## src/design/raf_pkg.sv

```systemverilog
// Package with the shared widths, register indexes and pipeline word types.
`default_nettype none
package raf_pkg;

   localparam int unsigned COORD_W = 12;
   localparam int unsigned ALPHA_W = 8;
   localparam int unsigned SCALE_W = 17;
   localparam int unsigned SUM_W   = 25;
   localparam int unsigned ROOT_W  = 13;
   localparam int unsigned PROD_W  = ROOT_W + SCALE_W;
   localparam int unsigned CSR_IDX_W = 2;

   // Front end takes three stages, the multiply and the output register two more.
   localparam int unsigned LATENCY = 5 + ROOT_W;

   localparam logic [CSR_IDX_W-1:0] CSR_CENTER_COL    = 2'd0;
   localparam logic [CSR_IDX_W-1:0] CSR_CENTER_ROW    = 2'd1;
   localparam logic [CSR_IDX_W-1:0] CSR_MAX_ALPHA     = 2'd2;
   localparam logic [CSR_IDX_W-1:0] CSR_FALLOFF_SCALE = 2'd3;

   localparam logic [ALPHA_W-1:0] MAX_ALPHA_RESET     = 8'd255;
   localparam logic [SCALE_W-1:0] FALLOFF_SCALE_RESET = 17'd256;

   typedef struct packed {
      logic               valid;
      logic               zero;
      logic [ALPHA_W-1:0] scaled;
      logic               last;
   } side_type;

   typedef struct packed {
      side_type          side;
      logic [SUM_W-1:0]  rem;
      logic [ROOT_W-1:0] root;
   } cell_type;

endpackage
`default_nettype wire

```

## src/design/radial_alpha_falloff_top.sv

```systemverilog
// Top level of the radial alpha falloff pipeline.
// The block takes one pixel word in every clock cycle: busy never rises, and
// each pixel's result is on the rsp_ ports, marked by rsp_valid, once it has
// passed three front stages, thirteen square root cells with one root bit each,
// the falloff multiply and the result register. Results are shown for one
// cycle only and cannot be stalled, so the receiver must take every word as it
// comes. Register writes are taken at any time on the csr_ port and should be
// made while no pixel is in flight.
`default_nettype none
module radial_alpha_falloff_top (
   input  wire logic                          clock,
   input  wire logic                          reset,
   input  wire logic                          start,
   output logic                               busy,
   input  wire logic [raf_pkg::COORD_W-1:0]   req_pixel_row,
   input  wire logic [raf_pkg::COORD_W-1:0]   req_pixel_col,
   input  wire logic [raf_pkg::ALPHA_W-1:0]   req_pixel_alpha,
   input  wire logic                          req_last_in_region,
   output logic                               rsp_valid,
   output logic [raf_pkg::ALPHA_W-1:0]        rsp_new_alpha,
   output logic                               rsp_last_out,
   input  wire logic                          csr_valid,
   output logic                               csr_ready,
   input  wire logic [raf_pkg::CSR_IDX_W-1:0] csr_index,
   input  wire logic [raf_pkg::SCALE_W-1:0]   csr_wdata
);

   logic [raf_pkg::COORD_W-1:0] center_col_ff, center_row_ff;
   logic [raf_pkg::ALPHA_W-1:0] max_alpha_ff;
   logic [raf_pkg::SCALE_W-1:0] falloff_scale_ff;
   logic                        accept;
   raf_pkg::cell_type           chain [raf_pkg::ROOT_W+1];

   assign busy      = 1'b0;
   assign csr_ready = 1'b1;
   assign accept    = start && !busy;

   always_ff @(posedge clock) begin
      if (reset) begin
         center_col_ff    <= '0;
         center_row_ff    <= '0;
         max_alpha_ff     <= raf_pkg::MAX_ALPHA_RESET;
         falloff_scale_ff <= raf_pkg::FALLOFF_SCALE_RESET;
      end else if (csr_valid && csr_ready) begin
         case (csr_index)
            raf_pkg::CSR_CENTER_COL: begin
               center_col_ff <= csr_wdata[raf_pkg::COORD_W-1:0];
            end
            raf_pkg::CSR_CENTER_ROW: begin
               center_row_ff <= csr_wdata[raf_pkg::COORD_W-1:0];
            end
            raf_pkg::CSR_MAX_ALPHA: begin
               max_alpha_ff <= csr_wdata[raf_pkg::ALPHA_W-1:0];
            end
            raf_pkg::CSR_FALLOFF_SCALE: begin
               falloff_scale_ff <= csr_wdata;
            end
            default: begin
            end
         endcase
      end
   end

   raf_front u_front (
      .clock          (clock),
      .reset          (reset),
      .accept         (accept),
      .pixel_row      (req_pixel_row),
      .pixel_col      (req_pixel_col),
      .pixel_alpha    (req_pixel_alpha),
      .last_in_region (req_last_in_region),
      .center_row     (center_row_ff),
      .center_col     (center_col_ff),
      .max_alpha      (max_alpha_ff),
      .cell_out       (chain[0])
   );

   // The first cell settles the most significant root bit.
   for (genvar g = 0; g < raf_pkg::ROOT_W; g++) begin : g_cell
      raf_sqrt_cell #(
         .BIT_POS (raf_pkg::ROOT_W - 1 - g)
      ) u_cell (
         .clock    (clock),
         .reset    (reset),
         .cell_in  (chain[g]),
         .cell_out (chain[g+1])
      );
   end

   raf_back u_back (
      .clock         (clock),
      .reset         (reset),
      .cell_in       (chain[raf_pkg::ROOT_W]),
      .falloff_scale (falloff_scale_ff),
      .rsp_valid     (rsp_valid),
      .rsp_new_alpha (rsp_new_alpha),
      .rsp_last_out  (rsp_last_out)
   );

endmodule
`default_nettype wire

```

## src/design/raf_front.sv

```systemverilog
// Front end: distances to the center, alpha scaling, squares and their sum.
`default_nettype none
module raf_front (
   input  wire logic                          clock,
   input  wire logic                          reset,
   input  wire logic                          accept,
   input  wire logic [raf_pkg::COORD_W-1:0]   pixel_row,
   input  wire logic [raf_pkg::COORD_W-1:0]   pixel_col,
   input  wire logic [raf_pkg::ALPHA_W-1:0]   pixel_alpha,
   input  wire logic                          last_in_region,
   input  wire logic [raf_pkg::COORD_W-1:0]   center_row,
   input  wire logic [raf_pkg::COORD_W-1:0]   center_col,
   input  wire logic [raf_pkg::ALPHA_W-1:0]   max_alpha,
   output raf_pkg::cell_type                  cell_out
);

   logic [raf_pkg::COORD_W-1:0]   dy_ff, dy_in, dx_ff, dx_in;
   raf_pkg::side_type             side1_ff, side1_in, side2_ff, side3_ff;
   logic [2*raf_pkg::COORD_W-1:0] sqy_ff, sqx_ff;
   logic [raf_pkg::SUM_W-1:0]     sum_ff;
   logic [2*raf_pkg::ALPHA_W-1:0] alpha_prod;

   always_comb begin
      dy_in = (center_row >= pixel_row) ? center_row - pixel_row : pixel_row - center_row;
      dx_in = (center_col >= pixel_col) ? center_col - pixel_col : pixel_col - center_col;
      alpha_prod = pixel_alpha * max_alpha;
      side1_in.valid  = accept;
      side1_in.zero   = (pixel_alpha == '0);
      side1_in.scaled = alpha_prod[2*raf_pkg::ALPHA_W-1:raf_pkg::ALPHA_W];
      side1_in.last   = last_in_region;
   end

   always_ff @(posedge clock) begin
      dy_ff    <= dy_in;
      dx_ff    <= dx_in;
      sqy_ff   <= dy_ff * dy_ff;
      sqx_ff   <= dx_ff * dx_ff;
      sum_ff   <= raf_pkg::SUM_W'(sqy_ff) + raf_pkg::SUM_W'(sqx_ff);
      if (reset) begin
         side1_ff <= '0;
         side2_ff <= '0;
         side3_ff <= '0;
      end else begin
         side1_ff <= side1_in;
         side2_ff <= side1_ff;
         side3_ff <= side2_ff;
      end
   end

   always_comb begin
      cell_out.side = side3_ff;
      cell_out.rem  = sum_ff;
      cell_out.root = '0;
   end

endmodule
`default_nettype wire

```

## src/design/raf_sqrt_cell.sv

```systemverilog
// One cell of the square root chain: settles one bit of the root per stage.
`default_nettype none
module raf_sqrt_cell #(
   parameter int unsigned BIT_POS = 0
) (
   input  wire logic              clock,
   input  wire logic              reset,
   input  wire raf_pkg::cell_type cell_in,
   output raf_pkg::cell_type      cell_out
);

   localparam int unsigned TEST_W = raf_pkg::SUM_W + 2;

   raf_pkg::cell_type cell_ff, cell_in_next;
   logic [TEST_W-1:0] test;

   // The remainder holds the operand minus the square of the root so far;
   // setting this bit costs (root << (BIT_POS + 1)) + 4**BIT_POS.
   always_comb begin
      test = (TEST_W'(cell_in.root) << (BIT_POS + 1)) + (TEST_W'(1) << (2 * BIT_POS));
      cell_in_next = cell_in;
      if (TEST_W'(cell_in.rem) >= test) begin
         cell_in_next.rem  = cell_in.rem - test[raf_pkg::SUM_W-1:0];
         cell_in_next.root = cell_in.root | (raf_pkg::ROOT_W'(1) << BIT_POS);
      end
   end

   always_ff @(posedge clock) begin
      if (reset) begin
         cell_ff <= '0;
      end else begin
         cell_ff <= cell_in_next;
      end
   end

   assign cell_out = cell_ff;

endmodule
`default_nettype wire

```

## src/design/raf_back.sv

```systemverilog
// Back end: falloff multiply, subtraction with clamp and the result register.
`default_nettype none
module raf_back (
   input  wire logic                        clock,
   input  wire logic                        reset,
   input  wire raf_pkg::cell_type           cell_in,
   input  wire logic [raf_pkg::SCALE_W-1:0] falloff_scale,
   output logic                             rsp_valid,
   output logic [raf_pkg::ALPHA_W-1:0]      rsp_new_alpha,
   output logic                             rsp_last_out
);

   localparam int unsigned DROP_W = raf_pkg::PROD_W - 8;

   raf_pkg::side_type            side_ff;
   logic [raf_pkg::PROD_W-1:0]   prod_ff;
   logic [DROP_W-1:0]            drop;
   logic [raf_pkg::ALPHA_W-1:0]  alpha_in, alpha_ff;
   logic                         valid_ff, last_ff;

   always_comb begin
      drop = prod_ff[raf_pkg::PROD_W-1:8];
      alpha_in = '0;
      if (!side_ff.zero && DROP_W'(side_ff.scaled) > drop) begin
         alpha_in = side_ff.scaled - drop[raf_pkg::ALPHA_W-1:0];
      end
   end

   always_ff @(posedge clock) begin
      prod_ff  <= raf_pkg::PROD_W'(cell_in.root) * raf_pkg::PROD_W'(falloff_scale);
      alpha_ff <= alpha_in;
      last_ff  <= side_ff.last;
      if (reset) begin
         side_ff  <= '0;
         valid_ff <= 1'b0;
      end else begin
         side_ff  <= cell_in.side;
         valid_ff <= side_ff.valid;
      end
   end

   assign rsp_valid     = valid_ff;
   assign rsp_new_alpha = alpha_ff;
   assign rsp_last_out  = last_ff;

endmodule
`default_nettype wire

```

## config.mk

```make
export PLATFORM = sky130hd
export DESIGN_NAME = radial_alpha_falloff_top
export DESIGN_NICKNAME = d
export VERILOG_FILES = /design/src/design/raf_pkg.sv /design/src/design/radial_alpha_falloff_top.sv /design/src/design/raf_front.sv /design/src/design/raf_sqrt_cell.sv /design/src/design/raf_back.sv
export SDC_FILE = /design/constraint.sdc
export NUM_CORES = 2
export LEC_CHECK = 0
export BUFFER_PORTS_ARGS = -buffer_cell sky130_fd_sc_hd__buf_2
export CORE_UTILIZATION = 57
export CTS_CLUSTER_DIAMETER = 50
export CTS_CLUSTER_SIZE = 14
export DETAILED_ROUTE_END_ITERATION = 8
export PLACE_DENSITY = 0.73
export SYNTH_ARGS = -nofsm -noshare
export SYNTH_HDL_FRONTEND = slang
export SYNTH_SLANG_ARGS = --single-unit
```

## constraint.sdc

```tcl
create_clock -name clock -period 15.6 [get_ports clock]
set_input_delay 0.78 -clock clock [delete_from_list [all_inputs] [get_ports clock]]
set_output_delay 0.78 -clock clock [all_outputs]
set_load 0.1 [all_outputs]
```

* Word level (Yosys, flattened, before mapping)
Cells that the tools add are included.
W data, S select, Z words.
** Storage, ports and cells
- Bits in latches :: 0
- Memory bits (read-only) :: 0
- Register bits after elaboration :: 842
- Memories kept :: 0
- Input port bits :: 56
- Output and inout bits :: 12
- Word-level logic and storage cells :: 182
- Bits in writable memories :: 0
** Cells by class
- Reductions and logical operators :: 8
- Multiplexer cells :: 15
- $lt $le $gt $ge :: 16
- Bitwise operators :: 0
- $mul :: 4
- Equal/unequal tests :: 3
- $add $sub $neg :: 30
- Shift operators :: 0
- Divide/modulo/power cells :: 0
** Operators by type and width (count)
- $mux W38 :: 12
- $ge A25 B27 Y1 :: 11
- $sub A25 B25 Y25 :: 11
- $mul A12 B12 Y24 :: 2
- $sub A12 B12 Y12 :: 4
- $mul A13 B17 Y30 :: 1
- $add A25 B23 Y26 const B :: 1
- $add A24 B21 Y25 const B :: 1
- $add A24 B24 Y25 :: 1
- $ge A25 B15 Y1 :: 1
- $ge A25 B25 Y1 const B :: 1
- $sub A25 B25 Y25 const B :: 1
- $add A23 B19 Y24 const B :: 1
- $ge A12 B12 Y1 :: 2
- $mux W12 :: 2
- $add A22 B17 Y23 const B :: 1
- $add A21 B15 Y22 const B :: 1
- $gt A8 B22 Y1 :: 1
- $add A20 B13 Y21 const B :: 1
- $add A19 B11 Y20 const B :: 1
- $add A18 B9 Y19 const B :: 1
- $add A17 B7 Y18 const B :: 1
- $add A16 B5 Y17 const B :: 1
- $add A15 B3 Y16 const B :: 1
- other kinds (11) :: 15

* Longest topological paths before layout
- Depth in word-level cells :: 3
- Gate-level depth with buffers :: 23
- Gate-level depth less buffers :: 22

* Modules after synthesis
Synthesis repeated with hierarchy kept, for this count alone.
** Unflattened totals
- Cell total of the unflattened synthesis :: 6351
- Area, all modules :: 57727.9 um2
** By module, submodules not included
- raf_front :: instances 1, cells an instance 1798, sequential area each 2562.5 um2, area each 16072.9 um2
- raf_back :: instances 1, cells an instance 960, sequential area each 860.8 um2, area each 8515.7 um2
- raf_sqrt_cell at g_cell[10].u_cell :: instances 1, cells an instance 301, sequential area each 980.9 um2, area each 2602.5 um2
- raf_sqrt_cell at g_cell[9].u_cell :: instances 1, cells an instance 297, sequential area each 980.9 um2, area each 2588.7 um2
- raf_sqrt_cell at g_cell[11].u_cell :: instances 1, cells an instance 286, sequential area each 980.9 um2, area each 2556.2 um2
- raf_sqrt_cell at g_cell[7].u_cell :: instances 1, cells an instance 263, sequential area each 980.9 um2, area each 2517.4 um2
- raf_sqrt_cell at g_cell[8].u_cell :: instances 1, cells an instance 261, sequential area each 980.9 um2, area each 2482.4 um2
- raf_sqrt_cell at g_cell[6].u_cell :: instances 1, cells an instance 279, sequential area each 980.9 um2, area each 2443.6 um2
- raf_sqrt_cell at g_cell[12].u_cell :: instances 1, cells an instance 265, sequential area each 980.9 um2, area each 2432.3 um2
- raf_sqrt_cell at g_cell[3].u_cell :: instances 1, cells an instance 263, sequential area each 980.9 um2, area each 2416.1 um2
- raf_sqrt_cell at g_cell[4].u_cell :: instances 1, cells an instance 256, sequential area each 980.9 um2, area each 2358.5 um2
- raf_sqrt_cell at g_cell[5].u_cell :: instances 1, cells an instance 258, sequential area each 980.9 um2, area each 2285.9 um2
- raf_sqrt_cell at g_cell[2].u_cell :: instances 1, cells an instance 232, sequential area each 980.9 um2, area each 2208.4 um2
- raf_sqrt_cell at g_cell[0].u_cell :: instances 1, cells an instance 223, sequential area each 980.9 um2, area each 2134.5 um2
- 2 more rows

* Worst setup path before layout
No wires, ideal clock.
- Path type :: register -> register
- From :: reg g_cell[12].u_cell.cell_ff (netlist bit g_cell[12].u_cell.cell_out[9])
- To :: reg u_back.prod_ff[24] in the netlist's numbering
- Required time :: 15536 ps
- Clock period less this slack :: 5712 ps
- Cell stages (with the launch flop) :: 20
- Arrival :: 5649 ps
- Buffers on the path :: 1
- Setup slack :: 9888 ps
- Library setup time :: 64 ps
- Cells stage by stage :: dfxtp_1 -> clkbuf_1 -> nand2_1 -> fa_1 -> inv_1 -> fa_1 -> fa_1 -> fa_1 -> inv_1 -> fa_1 -> inv_1 -> ha_1 -> a21o_1 -> a21o_1 -> a221o_1 -> a221oi_1 -> o31a_1 -> o21ai_0 -> or4_1 -> nand4_1
** Between the ends
- Cells in the longest elaborated chain, start to end :: 1
** Ends and longest elaborated chain
- start: declaration :: line raf_sqrt_cell.sv:14 : raf_pkg::cell_type cell_ff, cell_in_next;
- start signal: assignment :: line raf_sqrt_cell.sv:32 : cell_ff <= cell_in_next;
- $mul A13 B17 Y30 :: line raf_back.sv:30 : prod_ff <= raf_pkg::PROD_W'(cell_in.root) * raf_pkg::PROD_W'(falloff_scale);
- end signal: assignment :: line raf_back.sv:30
- end: declaration :: line raf_back.sv:16 : logic [raf_pkg::PROD_W-1:0] prod_ff;
No other way between the ends.
A chain may end at the register's enable or synchronous reset.

* Worst setup path after layout
Ends and elaborated chain as after synthesis.

==> metrics.yaml <==
status:
  outcome: "finished clean"
clock_network:
  numCtsBuffers: 84
  ctsHtreeMaxLevel: 3
  post_cts_buffers: 0
  cts_tree: "done"
  cts-root-buf: "clkbuf_16"
  ctsLongestPathBuffers: 3
  cts_repair_resize_count: 0
  clk_pin_slew_worst_paths_ns: 0.06
  holdBufCountCts: 0
  cts_sinks: 754
  clock_latency_ns: 0.65
final_layout:
  fin_nets: 5744
  multi_input_area_um2: 26800
  area_growth_pct: 8.50
  drive_gt1_share_pct: 5.08
  seq_area_um2: 15100
  fillers: 6685
global_routing:
  grtUsageMet3_pct: 4.09
  grtUsageMet2_pct: 39.8
  grt_pass1_vias: 31500
  antenna_found_initial: 7
  grtUsageTotal_pct: 23.1
  overflow: 0
  grt_first_pass_wirelength_um: 153000
  use_met1_pct: 29.4
  grt_max_degree: 211
  grt-busiest-layer: "met2"
synthesis:
  ys_async_sr_fraction_pct: 0
  synthesis.area_um2: 45400
  synth_cell_types: 80
  synth_flop_cell: "dfxtp_1"
  ys_warn_count: 0
  synth-seq-cells: 754
  ys_seq_area_share_pct: 33.2
  yosys-top-cells-area: "dfxtp_1 33%, fa_1 16%, ha_1 11%"
  synth_top_cells_by_count: "755 x inv_1, 754 x dfxtp_1, 399 x nand2_1, 398 x nor2b_1, 394 x ha_1"
  synth_top_area_share_pct: 33.2
  postSynthAreaPerCell_um2: 9.19
  synth_top_cell_by_area: "dfxtp_1"
  synth-edff-count: 0
  synthMostInstantiatedCell: "inv_1"
  postSynthCellCount: 4939
floorplanning:
  floorplan.die_area_um2: 80800
  die_w_um: 284
  core_region_area_um2: 78900
  die_h_um: 284
  ios: 68
  start_util_pct: 57.6
  rows: 103
run:
  cap_violations: 0
routing:
  drc_errors: 0
  wire_per_inst_um: 15.0
  final_antenna_net_count: 0
  vias_per_cell: 5.12
  totalWireLength_um: 90500
  dr_total_vias: 30900
  drt_iter0_markers: 1462
  first_pass_iters: 5
timing:
  setup_viol: 0
  slew_violations: 0
  hold_viol: 0
  final.setup.tns_ns: 0
  worst-slew-pin-transition_ns: 1.18
  rsz0062_at_grt: "false"
  period_needed_ns: 6.33
  fin_worst_skew_ns: 0.0375
  setup_slack_ns: 9.27
  fmax_ghz: 0.158
  max_slew_margin_pct: 21.1
  post-route-period-util_pct: 40.6
setup_path:
  crit_buf_inv: 3
  crit_chain: "nand2_1 -> fa_1 -> inv_1 -> fa_1 -> fa_1 -> fa_1 -> inv_1 -> fa_1 -> inv_1 -> ha_1 -> a21o_1 -> a21o_1 -> a221o_1 -> a221oi_1 -> o31a_1 -> o21ai_0 -> or4_1 -> nand4_1"
  crit_path_frequent_cell: "fa_1"
  slowest_delay_ns: 0.77
  crit_type: "flop to flop"
  crit_slowest_cell: "dfxtp_1"
  crit_fanout: 17
  cp.required_ns: 16.17
  cp-start-kind: "flop"
  crit_arrival_ns: 6.90
  end_kind: "flop"
  critical-path-top-delay-family: "adder cells"
placed_design:
  place_hpwl_um: 68800
  pre_cts_ws_ns: 9.37
  gp_congestion: 0.902
  portBuffers: 65
min_path:
  hp-class: "flop to flop"
## sequential cells by signal, indices dropped and copies added, names as in the netlist, 11 cells and up
signal	count
g_cell.u_cell.cell_out	534
u_front.sum_ff	25
u_front.sqx_ff	23
u_front.sqy_ff	23
u_back.prod_ff	22
falloff_scale_ff	17
center_col_ff	12
center_row_ff	12
u_front.dx_ff	12
u_front.dy_ff	12
u_back.side_ff	11
u_front.cell_out	11
u_front.side1_ff	11
u_front.side2_ff	11
## final cells by class
cell class | count | area share (%)
inverter | 755 | 5.75
timing repair buffer | 72 | 0.813
antenna | 2 | 0.0102
clock inverter | 47 | 1.28
multi-input combinational | 3259 | 54.4
clock buffer | 96 | 4.40
sequential | 754 | 30.6
tap | 1050 | 2.67
## cell families after synthesis
logic type               share of synthesized area (%)
other                                           0.0165
AO/OA/AOI/OAI                                     7.33
multiplexers                                      1.24
buffers and inverters                             7.73
flip-flops                                        33.2
XOR/XNOR                                          3.78
adder cells (fa/ha/maj)                           27.1
AND/OR/NAND/NOR                                   19.6
## metal layers
| metal | vias up | part of all wire, % |
|---|---|---|
| li1 | 15600 | - |
| met1 | 14700 | 45 |
| met2 | 513 | 48 |
| met3 | 140 | 5.0 |
| met4 | 10 | 2.3 |
| met5 | - | 0.071 |
## final timing paths
kind	startpoint	end	slack, ns	depth (start not counted)
setup / recovery	g_cell[12].u_cell.cell_out[9]$_SDFF_PP0_	u_back.prod_ff[24]$_DFF_P_	9.27	18
hold / removal	u_back.side_ff[0]$_SDFF_PP0_	u_back.rsp_last_out$_DFF_P_	0.33	0
setup reg to reg	g_cell[12].u_cell.cell_out[9]$_SDFF_PP0_	u_back.prod_ff[24]$_DFF_P_	9.27	18
hold reg to reg	u_back.side_ff[0]$_SDFF_PP0_	u_back.rsp_last_out$_DFF_P_	0.33	0
## cells in the final DEF, fill, tap and decap left out, drive strengths merged, types with 12 or more instances in the layout
| cell | instances |
|---|---|
| a211oi | 25 |
| a21boi | 17 |
| a21o | 54 |
| a21oi | 173 |
| a31oi | 13 |
| and2 | 210 |
| buf | 72 |
| clkbuf | 96 |
| clkinv | 23 |
| dfxtp | 754 |
| fa | 368 |
| ha | 394 |
| inv | 768 |
| mux2i | 45 |
| nand2 | 399 |
| nand2b | 37 |
| nand3 | 39 |
| nand3b | 15 |
| nand4 | 35 |
| nor2 | 371 |
| nor2b | 398 |
| nor3 | 62 |
| nor4 | 47 |
| o21a | 45 |
| o21ai | 98 |
| o21bai | 12 |
| or2 | 17 |
| or3 | 28 |
| or4 | 13 |
| xnor2 | 146 |
| xor2 | 50 |
## through the flow
stage	instances	instance area [um^2]	hold slack, ns	utilization [%]
floorplan	4940	45400	0.310	-
global placement	5890	46500	0.310	58.9
detailed placement	5890	46500	0.319	58.9
CTS	6033	49300	0.319	62.4
global route	6034	49300	0.336	62.5
finish	6035	49300	0.328	62.5
Power is left out: the tool's default activity adds up to more than one toggle a clock period on the data nets, which glitch-free logic cannot reach.
